[config.mk]
export PLATFORM = sky130hd
export DESIGN_NAME = ddo_ctrl
export DESIGN_NICKNAME = d
export VERILOG_FILES = /design/src/rtl/ddo_pkg.sv /design/src/rtl/ddo_ctrl.sv
export SDC_FILE = /design/constraint.sdc
export NUM_CORES = 1
export LEC_CHECK = 0
export BUFFER_PORTS_ARGS = -buffer_cell sky130_fd_sc_hd__buf_2
export CAP_MARGIN = 20
export CORE_MARGIN = 2
export CORE_UTILIZATION = 50
export CTS_CLUSTER_SIZE = 10
export DETAILED_ROUTE_END_ITERATION = 8
export GPL_TIMING_DRIVEN = 0
export PLACE_DENSITY = 0.81
export SYNTH_ARGS = -nofsm -noshare
export SYNTH_HDL_FRONTEND = slang
export SYNTH_SLANG_ARGS = --single-unit
export TNS_END_PERCENT = 5
[constraint.sdc]
create_clock -name clk -period 4.38 [get_ports clk]
set_input_delay 0.438 -clock clk [delete_from_list [all_inputs] [get_ports clk]]
set_output_delay 0.438 -clock clk [all_outputs]
set_load 0.01 [all_outputs]
[src/rtl/ddo_pkg.sv]
// Package for the odometry integrator: constants, types and the arctangent table.
`default_nettype none
package ddo_pkg;

	localparam int CORDIC_STEPS = 20;

	localparam logic signed [35:0] PI_Q30      = 36'sd3373259426;
	localparam logic signed [35:0] TWO_PI_Q30  = 36'sd6746518852;
	localparam logic signed [35:0] HALF_PI_Q30 = 36'sd1686629713;
	localparam logic signed [33:0] GAIN_Q30    = 34'sd652032874;
	localparam logic [19:0] USEC_PER_SEC = 20'd1000000;

	localparam logic KIND_MOTION = 1'b0;
	localparam logic KIND_RESET  = 1'b1;

	// Velocity selectors for the shared divider.
	localparam logic [1:0] VEL_X    = 2'd0;
	localparam logic [1:0] VEL_Y    = 2'd1;
	localparam logic [1:0] VEL_TURN = 2'd2;

	typedef enum logic [3:0] {
		ST_IDLE, ST_REDUCE, ST_FOLD, ST_ROTATE, ST_MUL_A, ST_MUL_B, ST_MUL_C,
		ST_UPDATE, ST_DIV, ST_DIV_WAIT, ST_OUTPUT
	} ddo_state_t;

	// Divider sequencing phases.
	typedef enum logic [1:0] {
		DIV_IDLE, DIV_MUL, DIV_RUN
	} div_phase_t;

	// Controller to datapath commands.
	typedef struct packed {
		logic       load;      // capture input item
		logic       clear;     // zero the pose
		logic       ang_sel;   // 0: half-turn angle, 1: travel heading
		logic       reduce;    // compute angle modulo 2*pi (one step)
		logic       fold;      // start reduction of the selected angle
		logic       rot_step;  // one CORDIC iteration
		logic       mul_a;     // first product
		logic       mul_b;     // second product stage
		logic       mul_c;     // finish deltas
		logic       update;    // update pose
		logic       div_start; // start a velocity division
		logic [1:0] div_sel;   // which velocity
		logic       div_store; // store the quotient
	} ddo_cmd_t;

	// Datapath to controller status.
	typedef struct packed {
		logic reduce_done;
		logic rot_done;
		logic straight;
		logic div_done;
	} ddo_stat_t;

	function automatic logic signed [35:0] atan_q30(input logic [4:0] k);
		logic signed [35:0] t;
		unique case (k)
			5'd0:  t = 36'sd843314856;
			5'd1:  t = 36'sd497837829;
			5'd2:  t = 36'sd263043836;
			5'd3:  t = 36'sd133525158;
			5'd4:  t = 36'sd67021686;
			5'd5:  t = 36'sd33543515;
			5'd6:  t = 36'sd16775850;
			5'd7:  t = 36'sd8388437;
			5'd8:  t = 36'sd4194282;
			5'd9:  t = 36'sd2097149;
			5'd10: t = 36'sd1048575;
			5'd11: t = 36'sd524287;
			5'd12: t = 36'sd262143;
			5'd13: t = 36'sd131071;
			5'd14: t = 36'sd65535;
			5'd15: t = 36'sd32767;
			5'd16: t = 36'sd16383;
			5'd17: t = 36'sd8191;
			5'd18: t = 36'sd4095;
			5'd19: t = 36'sd2047;
			5'd20: t = 36'sd1023;
			5'd21: t = 36'sd511;
			5'd22: t = 36'sd255;
			5'd23: t = 36'sd127;
			5'd24: t = 36'sd63;
			5'd25: t = 36'sd31;
			5'd26: t = 36'sd15;
			5'd27: t = 36'sd7;
			5'd28: t = 36'sd3;
			5'd29: t = 36'sd1;
			default: t = 36'sd0;
		endcase
		return t;
	endfunction

endpackage
`default_nettype wire

[src/rtl/ddo_ctrl.sv]
// Controller state machine that sequences one motion transaction through the datapath.
`default_nettype none
module ddo_ctrl
	import ddo_pkg::*;
(
	input  wire logic  clk,
	input  wire logic  arst_n,
	input  wire logic  in_valid,
	input  wire logic  in_kind,
	output logic       in_ready,
	output logic       out_valid,
	input  wire logic  out_ready,
	output ddo_cmd_t   cmd,
	input  ddo_stat_t  stat
);
	ddo_state_t state_q, state_d;
	logic       sel_q, sel_d;   // 1 while working on the travel heading
	logic [1:0] dsel_q, dsel_d;

	always_ff @(posedge clk or negedge arst_n) begin
		if (!arst_n) begin
			state_q <= ST_IDLE;
			sel_q   <= 1'b0;
			dsel_q  <= VEL_X;
		end else begin
			state_q <= state_d;
			sel_q   <= sel_d;
			dsel_q  <= dsel_d;
		end
	end

	always_comb begin
		state_d = state_q;
		sel_d   = sel_q;
		dsel_d  = dsel_q;
		cmd     = '0;
		cmd.ang_sel = sel_q;
		cmd.div_sel = dsel_q;
		in_ready  = 1'b0;
		out_valid = 1'b0;
		unique case (state_q)
			ST_IDLE: begin
				in_ready = 1'b1;
				if (in_valid) begin
					if (in_kind == KIND_RESET) begin
						cmd.clear = 1'b1;
					end else begin
						cmd.load = 1'b1;
						state_d  = ST_FOLD;
						sel_d    = 1'b0;
					end
				end
			end
			ST_FOLD: begin
				// A straight move needs only the heading angle.
				if (!sel_q && stat.straight) begin
					sel_d = 1'b1;
				end else begin
					cmd.fold = 1'b1;
					state_d  = ST_REDUCE;
				end
			end
			ST_REDUCE: begin
				cmd.reduce = 1'b1;
				if (stat.reduce_done) state_d = ST_ROTATE;
			end
			ST_ROTATE: begin
				cmd.rot_step = 1'b1;
				if (stat.rot_done) state_d = ST_MUL_A;
			end
			ST_MUL_A: begin
				cmd.mul_a = 1'b1;
				state_d   = ST_MUL_B;
			end
			ST_MUL_B: begin
				cmd.mul_b = 1'b1;
				if (!sel_q) begin
					sel_d   = 1'b1;
					state_d = ST_FOLD;
				end else begin
					state_d = ST_MUL_C;
				end
			end
			ST_MUL_C: begin
				cmd.mul_c = 1'b1;
				state_d   = ST_UPDATE;
			end
			ST_UPDATE: begin
				cmd.update = 1'b1;
				dsel_d     = VEL_X;
				state_d    = ST_DIV;
			end
			ST_DIV: begin
				cmd.div_start = 1'b1;
				state_d       = ST_DIV_WAIT;
			end
			ST_DIV_WAIT: begin
				if (stat.div_done) begin
					if (dsel_q == VEL_TURN) begin
						state_d = ST_OUTPUT;
					end else begin
						dsel_d  = dsel_q + 2'd1;
						state_d = ST_DIV;
					end
				end
			end
			ST_OUTPUT: begin
				out_valid = 1'b1;
				if (out_ready) state_d = ST_IDLE;
			end
			default: state_d = ST_IDLE;
		endcase
	end

	a_out_only_in_output: assert property (@(posedge clk) disable iff (!arst_n)
		out_valid |-> state_q == ST_OUTPUT) else $error("result shown outside output");
	a_no_accept_busy: assert property (@(posedge clk) disable iff (!arst_n)
		in_ready |-> !out_valid) else $error("input taken while result pending");
	a_out_holds: assert property (@(posedge clk) disable iff (!arst_n)
		out_valid && !out_ready |=> out_valid) else $error("result dropped");
endmodule
`default_nettype wire

==> results.txt, run 1 <==
----------------------------------------------------
[Logic synthesis]
  Cells taking the most area after synthesis ... dfrtp_1 27%, nand2b_1 3.8%, buf_4 3.4%, buf_6 3.4%, inv_1 3.4%
  Synth async-reset ratio ... 1.000
  Netlist area before placement ... 659.4 sq um
  Count of distinct cell types in the synthesized netlist ... 39
  Post-synthesis cell type with the largest combined area ... dfrtp_1
  Count of flip-flops with a built-in enable after synthesis ... 0
  Most used flip-flop cell after synthesis ... dfrtp_1
  Yosys warning total ... 0
  Syn Nets ... 89
  Area share of the largest cell type after synthesis ... 0.2657
  Register area share after synthesis ... 0.2657
  Number of synthesized register bits ... 7
  Synth Area per Inst ... ~8.3 sq um
  Post-synthesis instance total ... 79

[Clocking]
  Cell chosen for the clock root ... clkbuf_4
  TritonCTS clock tree ... built
  Number of clock sinks ... 7
  Clk Latency, worst-skew pair ... 0.25 ns
  TritonCTS Buffers ... 3
  Clock input transition at the sequential cells of the worst setup and hold paths ... around 0.060 ns
  CTS H-Tree Depth ... 1
  Clock buffer depth ... 2

[Place]
  # placed instances ... between 100 and 150
  Half-perimeter wire length of the detailed placement result ... 1268 microns
  Port bufs ... 23
  GP Congestion ... 0.8987

[Floorplan]
  Die boundary width ... roughly 40 microns
  Overall die area ... 1625 sq um
  Die height ... around 40 microns
  Total I/O pin count ... 25
  Initial Utilization ... 0.5197
  Area of the core region ... between 1000 and 1500 sq um
  Row cnt ... 13

[Final layout]
  Post-synthesis to final-layout area growth ... 26.00%
  Count of filler cells inserted in the layout ... 120
  Layout Nets ... ~120
  Area taken by flip-flops and latches ... ~180 sq um
  Proportion of layout cells with a drive suffix above 1 ... 0.3832
  Multi-input gate area ... 402.9 sq um
  # diodes ... 0
  Post-route insts no fill ... between 100 and 150

[Drt]
  Vias ... between 600 and 700
  DR DRC count ... 0
  Via density per instance ... approximately 5.6
  Number of nets with antenna violations after detailed routing ... 0
  Iteration-0 DRC Markers ... 11
  Drt pass-1 iters ... 4
  Average wire per standard cell ... 12.94 microns
  Total wirelength of the detailed-routed design ... roughly 1600 microns

[Global routing]
  Maximum number of pins on one net before global-route repair ... 11
  First-pass GRT wire length ... ~2300 microns
  Antenna violations before repair ... 0
  GRT Total Usage ... 0.2190
  Via count of the first global-routing pass ... roughly 580
  Remaining global-route overflow ... 0

[Worst setup path]
  Class of the most critical setup path ... register to output pin
  Cell breakdown of the critical path ... nor4_4, nand2_1, or2_1, inv_1, buf_2
  CP Depth ... 5
  Worst-path cell with the longest stage delay ... dfrtp_1
  Worst-case reg-to-reg path depth ... 5
  Critical Path RT ... 3.94 ns
  Kind of end point of the critical path ... output pin
  Crit path buffers/inverters ... 2
  Critical path's top delay family ... simple AND/OR/NAND/NOR gates
  Peak per-stage delay on the critical path ... 0.47 ns
  Data arrival time at the worst-slack endpoint ... approximately 1.6 ns
  Crit start category ... register
  Top fanout value on the critical path ... 6

[Pwr]
  Part of the power in combinational logic ... 0.655
  Sw frac ... 0.4787
  LEAKAGE ... 0.4152 nW
  Total power per unit cell area ... just under 700 nW/um^2
  Internal portion of total power ... 0.2913 mW
  Part of the power in the clock network ... 0.105
  Share of power burned in registers ... 0.241
  Net switching component of the power ... about 0.27 mW
  Peak supply drop ... approximately 310 uV

[Timing]
  Minimum clock period ... a little over 2 ns
  Clock skew after layout ... approximately 0.0065 ns
  Ratio of final minimum period to clock period ... 0.4742
  Setup TNS ... 0 ns
  RSZ-0062 raised after global routing ... no
  Final setup violation count ... 0
  Number of max-slew violations in the final report ... 0
  Final hold violation count ... 0
  Timing-limited maximum frequency ... between 400 and 500 MHz

[Worst hold path]
  Worst Hold Path Cells ... 1
  Worst hold-check path type ... register to register

[Run status]
  Result of the run ... complete, no violations

[Flow run]
  Max-cap violations ... 0

----------------------------------------------------
==> flip-flops by register name, summed over array words and instances (netlist names) <==
name     count
dsel_q       2
sel_q        1
state_q      4
==> power by group through the flow <==
| stage | sequential, mW | combinational (mW) | clock [mW] |
|---|---|---|---|
| 2_1_floorplan | 0.132 | 0.269 | 0 |
| 3_3_place_gp | 0.134 | 0.352 | 0 |
| 3_5_place_dp | 0.136 | 0.363 | 0 |
| 4_1_cts | 0.135 | 0.364 | 0.0613 |
| 5_1_grt | 0.138 | 0.404 | 0.0651 |
| 6_report | 0.135 | 0.366 | 0.0585 |
==> layout make-up <==
| class | count | area share |
|---|---|---|
| clock inverters | 1 | 0.006024 |
| inverters | 7 | 0.03163 |
| well taps | 15 | 0.02259 |
| multi-input cells | 58 | 0.4849 |
| repair buffers | 24 | 0.1506 |
| plain buffers | 7 | 0.06627 |
| flip-flops and latches | 7 | 0.2108 |
| clock buffers | 3 | 0.02711 |
==> per-stage QoR <==
| step | setup slack (ns) | hold WS, ns | power [mW] | area (sq um) | util |
|---|---|---|---|---|---|
| detailed placement | 2.586 | 0.2766 | 0.4983 | 793.3 | 0.6252 |
| global route | 2.193 | 0.5586 | 0.6076 | 830.8 | 0.6548 |
| global placement | 2.599 | 0.2736 | 0.4860 | 793.3 | 0.6252 |
| CTS | 2.299 | 0.5199 | 0.5599 | 830.8 | 0.6548 |
| floorplan | 2.715 | 0.1424 | 0.4006 | 659.4 | - |
| finish | 2.303 | 0.5161 | 0.5588 | 830.8 | 0.6548 |
==> cells in the mapped netlist (2+ instances only) <==
master,instances
dfrtp_1,7
o21ai_0,3
or2_1,2
nor4_1,2
buf_6,2
a21oi_1,4
buf_4,3
nand3_1,3
inv_1,6
nor2b_1,2
nand2_1,5
o21ai_1,2
nor2_1,5
buf_2,2
nor3_1,4
nand2b_1,4
==> metal layers <==
| metal | track usage | wire length (microns) | up-vias |
|---|---|---|---|
| li1 | - | - | 343 |
| met1 | 0.2612 | 676 | 304 |
| met2 | 0.3468 | 757 | 29 |
| met3 | 0.05000 | 103 | 8 |
| met4 | 0.1500 | 42 | 0 |
| met5 | 0 | 0 | - |
==> logic make-up after synthesis <==
group / after synthesis / share of synthesized area
simple gates: 37 / 0.3795
flops: 7 / 0.2657
buf+inv: 14 / 0.1233
other cells: 1 / 0.005687
compound gates: 17 / 0.1784
mux: 1 / 0.01518
fa+ha+maj: 1 / 0.01897
xor+xnor: 1 / 0.01329
==> final timing paths <==
| kind | from | endpoint | slack, ns |
|---|---|---|---|
| min in group asynchronous | arst_n | state_q[3] | 0.55 |
| max in group asynchronous | arst_n | dsel_q[1] | 3.68 |
| hold / removal | dsel_q[0] | dsel_q[0] | 0.52 |
| setup reg to reg | state_q[0] | state_q[1] | 2.72 |
| hold reg to reg | dsel_q[0] | dsel_q[0] | 0.52 |
| setup / recovery | state_q[1] | cmd[13] | 2.30 |
==> repair_timing <==
action,in CTS,in global routing
buffers inserted,0,0
endpoints found under the hold margin,5,0
hold buffers,1,0
resized for setup,0,0
==> cells in the final DEF (no fill, tap or decap), types with 4 or more instances in the layout <==
cell      Yosys  routed
dfrtp_1       7       7
buf_2         2      25
nand2b_1      4       4
a21oi_1       4       4
nor3_1        4       4
inv_1         6       6
nor2_1        5       5
nand2_1       5       5
(Power assumes the default switching activity.)
==> run 2, diff against run 1 <==
- ABC_AREA: not set -> 1
- CORE_UTILIZATION: 50 -> 47
- PLACE_DENSITY: 0.81 -> 0.77
- clock period: 4.38 -> 2 ns (I/O delays scaled with it)
==> results.txt, run 2 <==
----------------------------------------------------
[Timing]
  Final hold violation count ... 0
  Setup TNS ... 0 ns
  Clock skew after layout ... 0.002718 ns
  Final setup violation count ... 0
  RSZ-0062 raised after global routing ... no
  Worst slack on hold paths ... 0.3117 ns
  Minimum clock period ... between 1.5 and 2 ns
  Timing-limited maximum frequency ... 615.2 MHz
  Number of max-slew violations in the final report ... 0
  Ratio of final minimum period to clock period ... 0.8127

[Flow run]
  Max-cap violations ... 0

[Logic synthesis]
  Synth Area per Inst ... roughly 6.4 sq um
  Post-synthesis cell type with the largest combined area ... dfrtp_1
  Netlist area before placement ... between 600 and 700 sq um
  Count of flip-flops with a built-in enable after synthesis ... 0
  Number of synthesized register bits ... 7
  Yosys warning total ... 0
  Area share of the largest cell type after synthesis ... 0.2637
  Synth async-reset ratio ... 1.000
  Syn Nets ... between 100 and 150
  Dominant cell by count in the synthesized netlist ... nand2_1
  Most used flip-flop cell after synthesis ... dfrtp_1
  Register area share after synthesis ... 0.2637
  Count of distinct cell types in the synthesized netlist ... 22
  Cells taking the most area after synthesis ... dfrtp_1 26%, nand2_1 13%, inv_1 9.0%, nand3_1 6.8%, nor2_1 6.2%
  Post-synthesis instance total ... 104
  Synth top cells by count ... 23 x nand2_1, 16 x inv_1, 11 x nor2_1

[Final layout]
  # diodes ... 0
  Most flop-heavy register ... state_q
  Post-synthesis to final-layout area growth ... 25.61%
  Commonest cells after routing, fill and taps aside ... 23 x nand2_1, 23 x buf_2, 16 x inv_1, 11 x nor2_1, 9 x nand3_1
  Number of flip-flops in the largest register ... 4
  Top flop regs ... state_q (4), dsel_q (2), sel_q (1)
  Layout Nets ... about 140
  Proportion of layout cells with a drive suffix above 1 ... 0.3788

[Place]
  Port bufs ... 23
  Half-perimeter wire length of the detailed placement result ... about 1200 microns
  GP Congestion ... just over 0.8

[Drt]
  Iteration-0 DRC Markers ... 16
  DR DRC count ... 0
  Number of nets with antenna violations after detailed routing ... 0
  Average wire per standard cell ... approximately 10 microns
  Via density per instance ... approximately 4.8
  Vias ... a little over 700
  Total wirelength of the detailed-routed design ... approximately 1500 microns
  Drt pass-1 iters ... 4

[Clocking]
  CTS H-Tree Depth ... 1
  Cell chosen for the clock root ... clkbuf_4
  TritonCTS clock tree ... built
  Clk Latency, worst-skew pair ... 0.25 ns
  Number of clock sinks ... 7
  Clock buffer depth ... 2
  TritonCTS Buffers ... 3
  Clock input transition at the sequential cells of the worst setup and hold paths ... roughly 0.050 ns

[Floorplan]
  Row cnt ... 13
  Die height ... about 42 microns
  Die boundary width ... between 40 and 50 microns
  Total I/O pin count ... 25
  Overall die area ... between 1500 and 2000 sq um
  Initial Utilization ... 0.5043
  Area of the core region ... between 1000 and 1500 sq um

[Pwr]
  Total power per unit cell area ... about 1500 nW/um^2
  Internal portion of total power ... about 0.61 mW
  Peak supply drop ... between 800 and 900 uV
  Sw frac ... 0.5235
  Share of power burned in registers ... 0.204
  Part of the power in the clock network ... 0.102
  Net switching component of the power ... between 0.6 and 0.7 mW
  LEAKAGE ... between 0.5 and 0.6 nW
  Part of the power in combinational logic ... 0.694

[Worst setup path]
  Crit start category ... register
  Critical path's top delay family ... simple AND/OR/NAND/NOR gates
  Class of the most critical setup path ... register to output pin
  Peak per-stage delay on the critical path ... 0.37 ns
  Critical Path RT ... roughly 1.8 ns
  Top fanout value on the critical path ... 10
  Data arrival time at the worst-slack endpoint ... around 1.4 ns
  Timing startpoint of the critical path ... state_q[0]
  Startpoint of the lowest-slack register-to-register path ... state_q[1]
  Crit path buffers/inverters ... 3
  Kind of end point of the critical path ... output pin
  Cell breakdown of the critical path ... buf_4, nor2_4, nand2_1, or2_1, inv_1, buf_2
  Worst-path cell with the longest stage delay ... dfrtp_1

[Global routing]
  First-pass GRT wire length ... ~2600 microns
  Via count of the first global-routing pass ... 642
  Antenna violations before repair ... 0
  Remaining global-route overflow ... 0
  GRT Total Usage ... 0.1976
  Maximum number of pins on one net before global-route repair ... 11

[Run status]
  Result of the run ... complete, no violations

[Worst hold path]
  Worst hold-check path type ... primary input to asynchronous set/reset pin

----------------------------------------------------
==> run 2: cells by family (layout without fill, tap and decap cells) <==
family,after synthesis,after routing,share of synthesized area
AO/OA/AOI/OAI,5,5,0.03764
adder cells (fa/ha/maj),1,1,0.01883
buffers and inverters,25,53,0.1695
flip-flops,7,7,0.2637
other,1,1,0.005644
AND/OR/NAND/NOR,65,65,0.5047
==> run 2: layout make-up <==
class / instances / area, sq um
fill: 133 / 483.0
multi-input combinational: 72 / 376.6
sequential: 7 / 175.2
timing repair buffer: 24 / 125.1
inverter: 21 / 78.83
buffer: 4 / 33.78
clock buffer: 4 / 26.28
tap: 15 / 18.77
==> run 2: final timing paths <==
| path | cells past startpoint | endpoint | slack [ns] |
|---|---|---|---|
| max | 6 | cmd[9] | 0.37 |
| min | 2 | dsel_q[0] | 0.31 |
| max reg2reg | 7 | dsel_q[0] | 0.71 |
| min reg2reg | 2 | dsel_q[1] | 0.52 |
| max in group asynchronous | 2 | state_q[1] | 1.52 |
| min in group clk | 4 | sel_q | 0.34 |
==> run 2: per-stage QoR <==
stage	setup slack, ns	total power [mW]	util	cell area (sq um)	cells
5_1_grt	0.2516	1.426	0.6334	834.6	147
3_5_place_dp	0.6494	1.157	0.6059	798.3	142
2_1_floorplan	0.7937	0.9383	-	664.4	104
6_report	0.3746	1.286	0.6334	834.6	147
3_3_place_gp	0.6689	1.125	0.6059	798.3	142
4_1_cts	0.3683	1.300	0.6334	834.6	147
==> run 2: power by group through the flow <==
| stage | combinational, mW | sequential, mW | clock, mW |
|---|---|---|---|
| global route | 1.01 | 0.271 | 0.146 |
| finish | 0.893 | 0.262 | 0.131 |
| CTS | 0.900 | 0.261 | 0.139 |
| global placement | 0.865 | 0.260 | 0 |
| floorplan | 0.680 | 0.258 | 0 |
| detailed placement | 0.895 | 0.262 | 0 |
==> run 2: layer usage <==
metal	up-vias	global-route usage	share of wire
li1	370	-	-
met1	306	0.2500	0.43
met2	23	0.3281	0.50
met3	5	0.02609	0.054
met4	0	0.09677	0.019
met5	-	0	0
==> run 2: timing repair <==
action / CTS / global route
hold endpoints to repair: 7 / 0
resized for setup: 0 / 0
hold buffers: 1 / 0
buffers inserted: 0 / 0
==> run 3, diff against run 2 <==
- clock period: 2 -> 1.6 ns (I/O delays scaled with it)
==> results.txt, run 3 (synthesis gave the netlist of run 2 again) <==
----------------------------------------------------
[Worst setup path]
  Kind of end point of the critical path ... output pin
  Peak per-stage delay on the critical path ... 0.35 ns
  Top fanout value on the critical path ... 7
  Crit path buffers/inverters ... 4
  Crit start category ... register
  Class of the most critical setup path ... register to output pin
  Critical Path RT ... approximately 1.4 ns
  Worst-path cell with the longest stage delay ... dfrtp_1
  Data arrival time at the worst-slack endpoint ... 1.39 ns
  Cell breakdown of the critical path ... buf_6, inv_2, nor2_4, nand2_2, or2_1, inv_1, buf_2
  Critical path's top delay family ... simple AND/OR/NAND/NOR gates

[Floorplan]
  Die boundary width ... just over 40 microns
  Overall die area ... 1730 sq um
  Die height ... between 40 and 50 microns
  Total I/O pin count ... 25
  Initial Utilization ... 0.5043
  Area of the core region ... 1318 sq um
  Row cnt ... 13

[Pwr]
  Net switching component of the power ... 0.9031 mW
  Sw frac ... 0.5100
  LEAKAGE ... 0.5628 nW
  Peak supply drop ... 1031 uV
  Part of the power in combinational logic ... 0.715
  Internal portion of total power ... just under 0.9 mW
  Total power per unit cell area ... a little under 2000 nW/um^2
  Share of power burned in registers ... 0.190
  Overall Power ... about 1.8 mW
  Part of the power in the clock network ... 0.094

[Drt]
  Vias ... about 730
  Drt pass-1 iters ... 4
  Total wirelength of the detailed-routed design ... approximately 1600 microns
  DR DRC count ... 0
  Average wire per standard cell ... roughly 10 microns
  Number of nets with antenna violations after detailed routing ... 0
  Iteration-0 DRC Markers ... 24
  Via density per instance ... ~4.8

[Final layout]
  Top flop regs ... state_q (4), dsel_q (2), sel_q (1)
  # diodes ... 0
  Layout Nets ... ~150
  Count of filler cells inserted in the layout ... between 100 and 150
  Proportion of layout cells with a drive suffix above 1 ... 0.4526
  Post-synthesis to final-layout area growth ... 34.65%
  Number of flip-flops in the largest register ... 4
  Commonest cells after routing, fill and taps aside ... 23 x buf_2, 21 x nand2_1, 15 x inv_1, 9 x nand3_1, 8 x nor2_1
  Most common cell after layout, fill and taps aside ... buf_2
  Most flop-heavy register ... state_q

[Clocking]
  TritonCTS clock tree ... built
  Clock input transition at the sequential cells of the worst setup and hold paths ... 0.06 ns
  CTS H-Tree Depth ... 1
  Clock buffer depth ... 2
  TritonCTS Buffers ... 3
  Cell chosen for the clock root ... clkbuf_4
  Number of clock sinks ... 7
  Clk Latency, worst-skew pair ... roughly 0.25 ns

[Timing]
  Clock skew after layout ... 0.001172 ns
  Ratio of final minimum period to clock period ... 0.9712
  Final setup violation count ... 0
  RSZ-0062 raised after global routing ... yes
  Final hold violation count ... 0
  Minimum clock period ... about 1.6 ns
  Setup TNS ... 0 ns
  Timing-limited maximum frequency ... 643.5 MHz
  Number of max-slew violations in the final report ... 0

[Place]
  Half-perimeter wire length of the detailed placement result ... approximately 1200 microns
  GP Congestion ... between 0.8 and 0.9
  Port bufs ... 23

[Global routing]
  Antenna violations before repair ... 0
  Maximum number of pins on one net before global-route repair ... 11
  GRT Total Usage ... 0.1976
  Remaining global-route overflow ... 0
  Via count of the first global-routing pass ... approximately 640
  First-pass GRT wire length ... ~2600 microns

[Worst hold path]
  Worst hold-check path type ... primary input to asynchronous set/reset pin

[Flow run]
  Max-cap violations ... 0

[Run status]
  Result of the run ... complete, no violations

----------------------------------------------------
[run 3: changes by cell type in the layout (fill, tap and decap cells not counted), sizes merged]
cell,previous run,this run
buf,27,32
[run 3: path summary, 6_finish.rpt]
kind                             from          to  slack [ns]  cells after the start
setup / recovery           state_q[1]      cmd[9]        0.05                      7
hold / removal                 arst_n       sel_q        0.27                      2
setup reg to reg           state_q[1]   dsel_q[0]        0.19                      8
hold reg to reg             dsel_q[1]   dsel_q[1]        0.52                      2
max in group asynchronous      arst_n  state_q[2]        1.16                      2
min in group clk             in_valid       sel_q        0.29                      4
[run 3: area by class of cell]
class,count,area [sq um],area share
repair buffers,29,162.7,0.1818
flip-flops and latches,7,176.4,0.1972
plain buffers,4,37.54,0.04196
well taps,15,18.77,0.02098
inverters,21,78.83,0.08811
clock buffers,4,26.28,0.02937
multi-input cells,72,394.1,0.4406
[run 3: worst reg2reg max path: stages (launching register included)]
cell	delay [ns]
dfrtp_1	0.38
buf_6	0.14
buf_4	0.13
nor2_2	0.22
nand2_2	0.10
nand2_1	0.08
nand3_2	0.09
nor2_1	0.12
a21oi_1	0.05
[run 3: power groups by stage]
stage	clock, mW	combinational (mW)	sequential, mW
3_5_place_dp	0	1.12	0.328
6_report	0.167	1.27	0.337
3_3_place_gp	0	1.08	0.325
4_1_cts	0.174	1.13	0.326
5_1_grt	0.182	1.41	0.349
2_1_floorplan	0	0.850	0.323
[run 3: timing repair]
item                                   CTS  global route
hold buffers                             1             0
gates resized for setup                  0             9
buffers inserted                         0             5
endpoints found under the hold margin    7             0
setup endpoints to repair                0             3
[run 3: per-layer routing]
layer	up-vias	track usage	share of wire
li1	382	-	-
met1	318	0.2500	0.45
met2	24	0.3281	0.49
met3	5	0.02609	0.045
met4	0	0.09677	0.020
met5	-	0	0
[run 3: stage by stage]
| stage | instance area [sq um] | instances | util | worst slack, ns | hold slack (ns) |
|---|---|---|---|---|---|
| finish | 894.6 | 152 | 0.6790 | 0.04607 | 0.2659 |
| global route | 894.6 | 152 | 0.6790 | -0.03174 | 0.2896 |
| CTS | 834.6 | 147 | 0.6334 | 0.008278 | 0.2659 |
| detailed placement | 798.3 | 142 | 0.6059 | 0.2894 | 0.008567 |
| global placement | 798.3 | 142 | 0.6059 | 0.3089 | 0.005535 |
| floorplan | 664.4 | 104 | - | 0.4324 | -0.1356 |
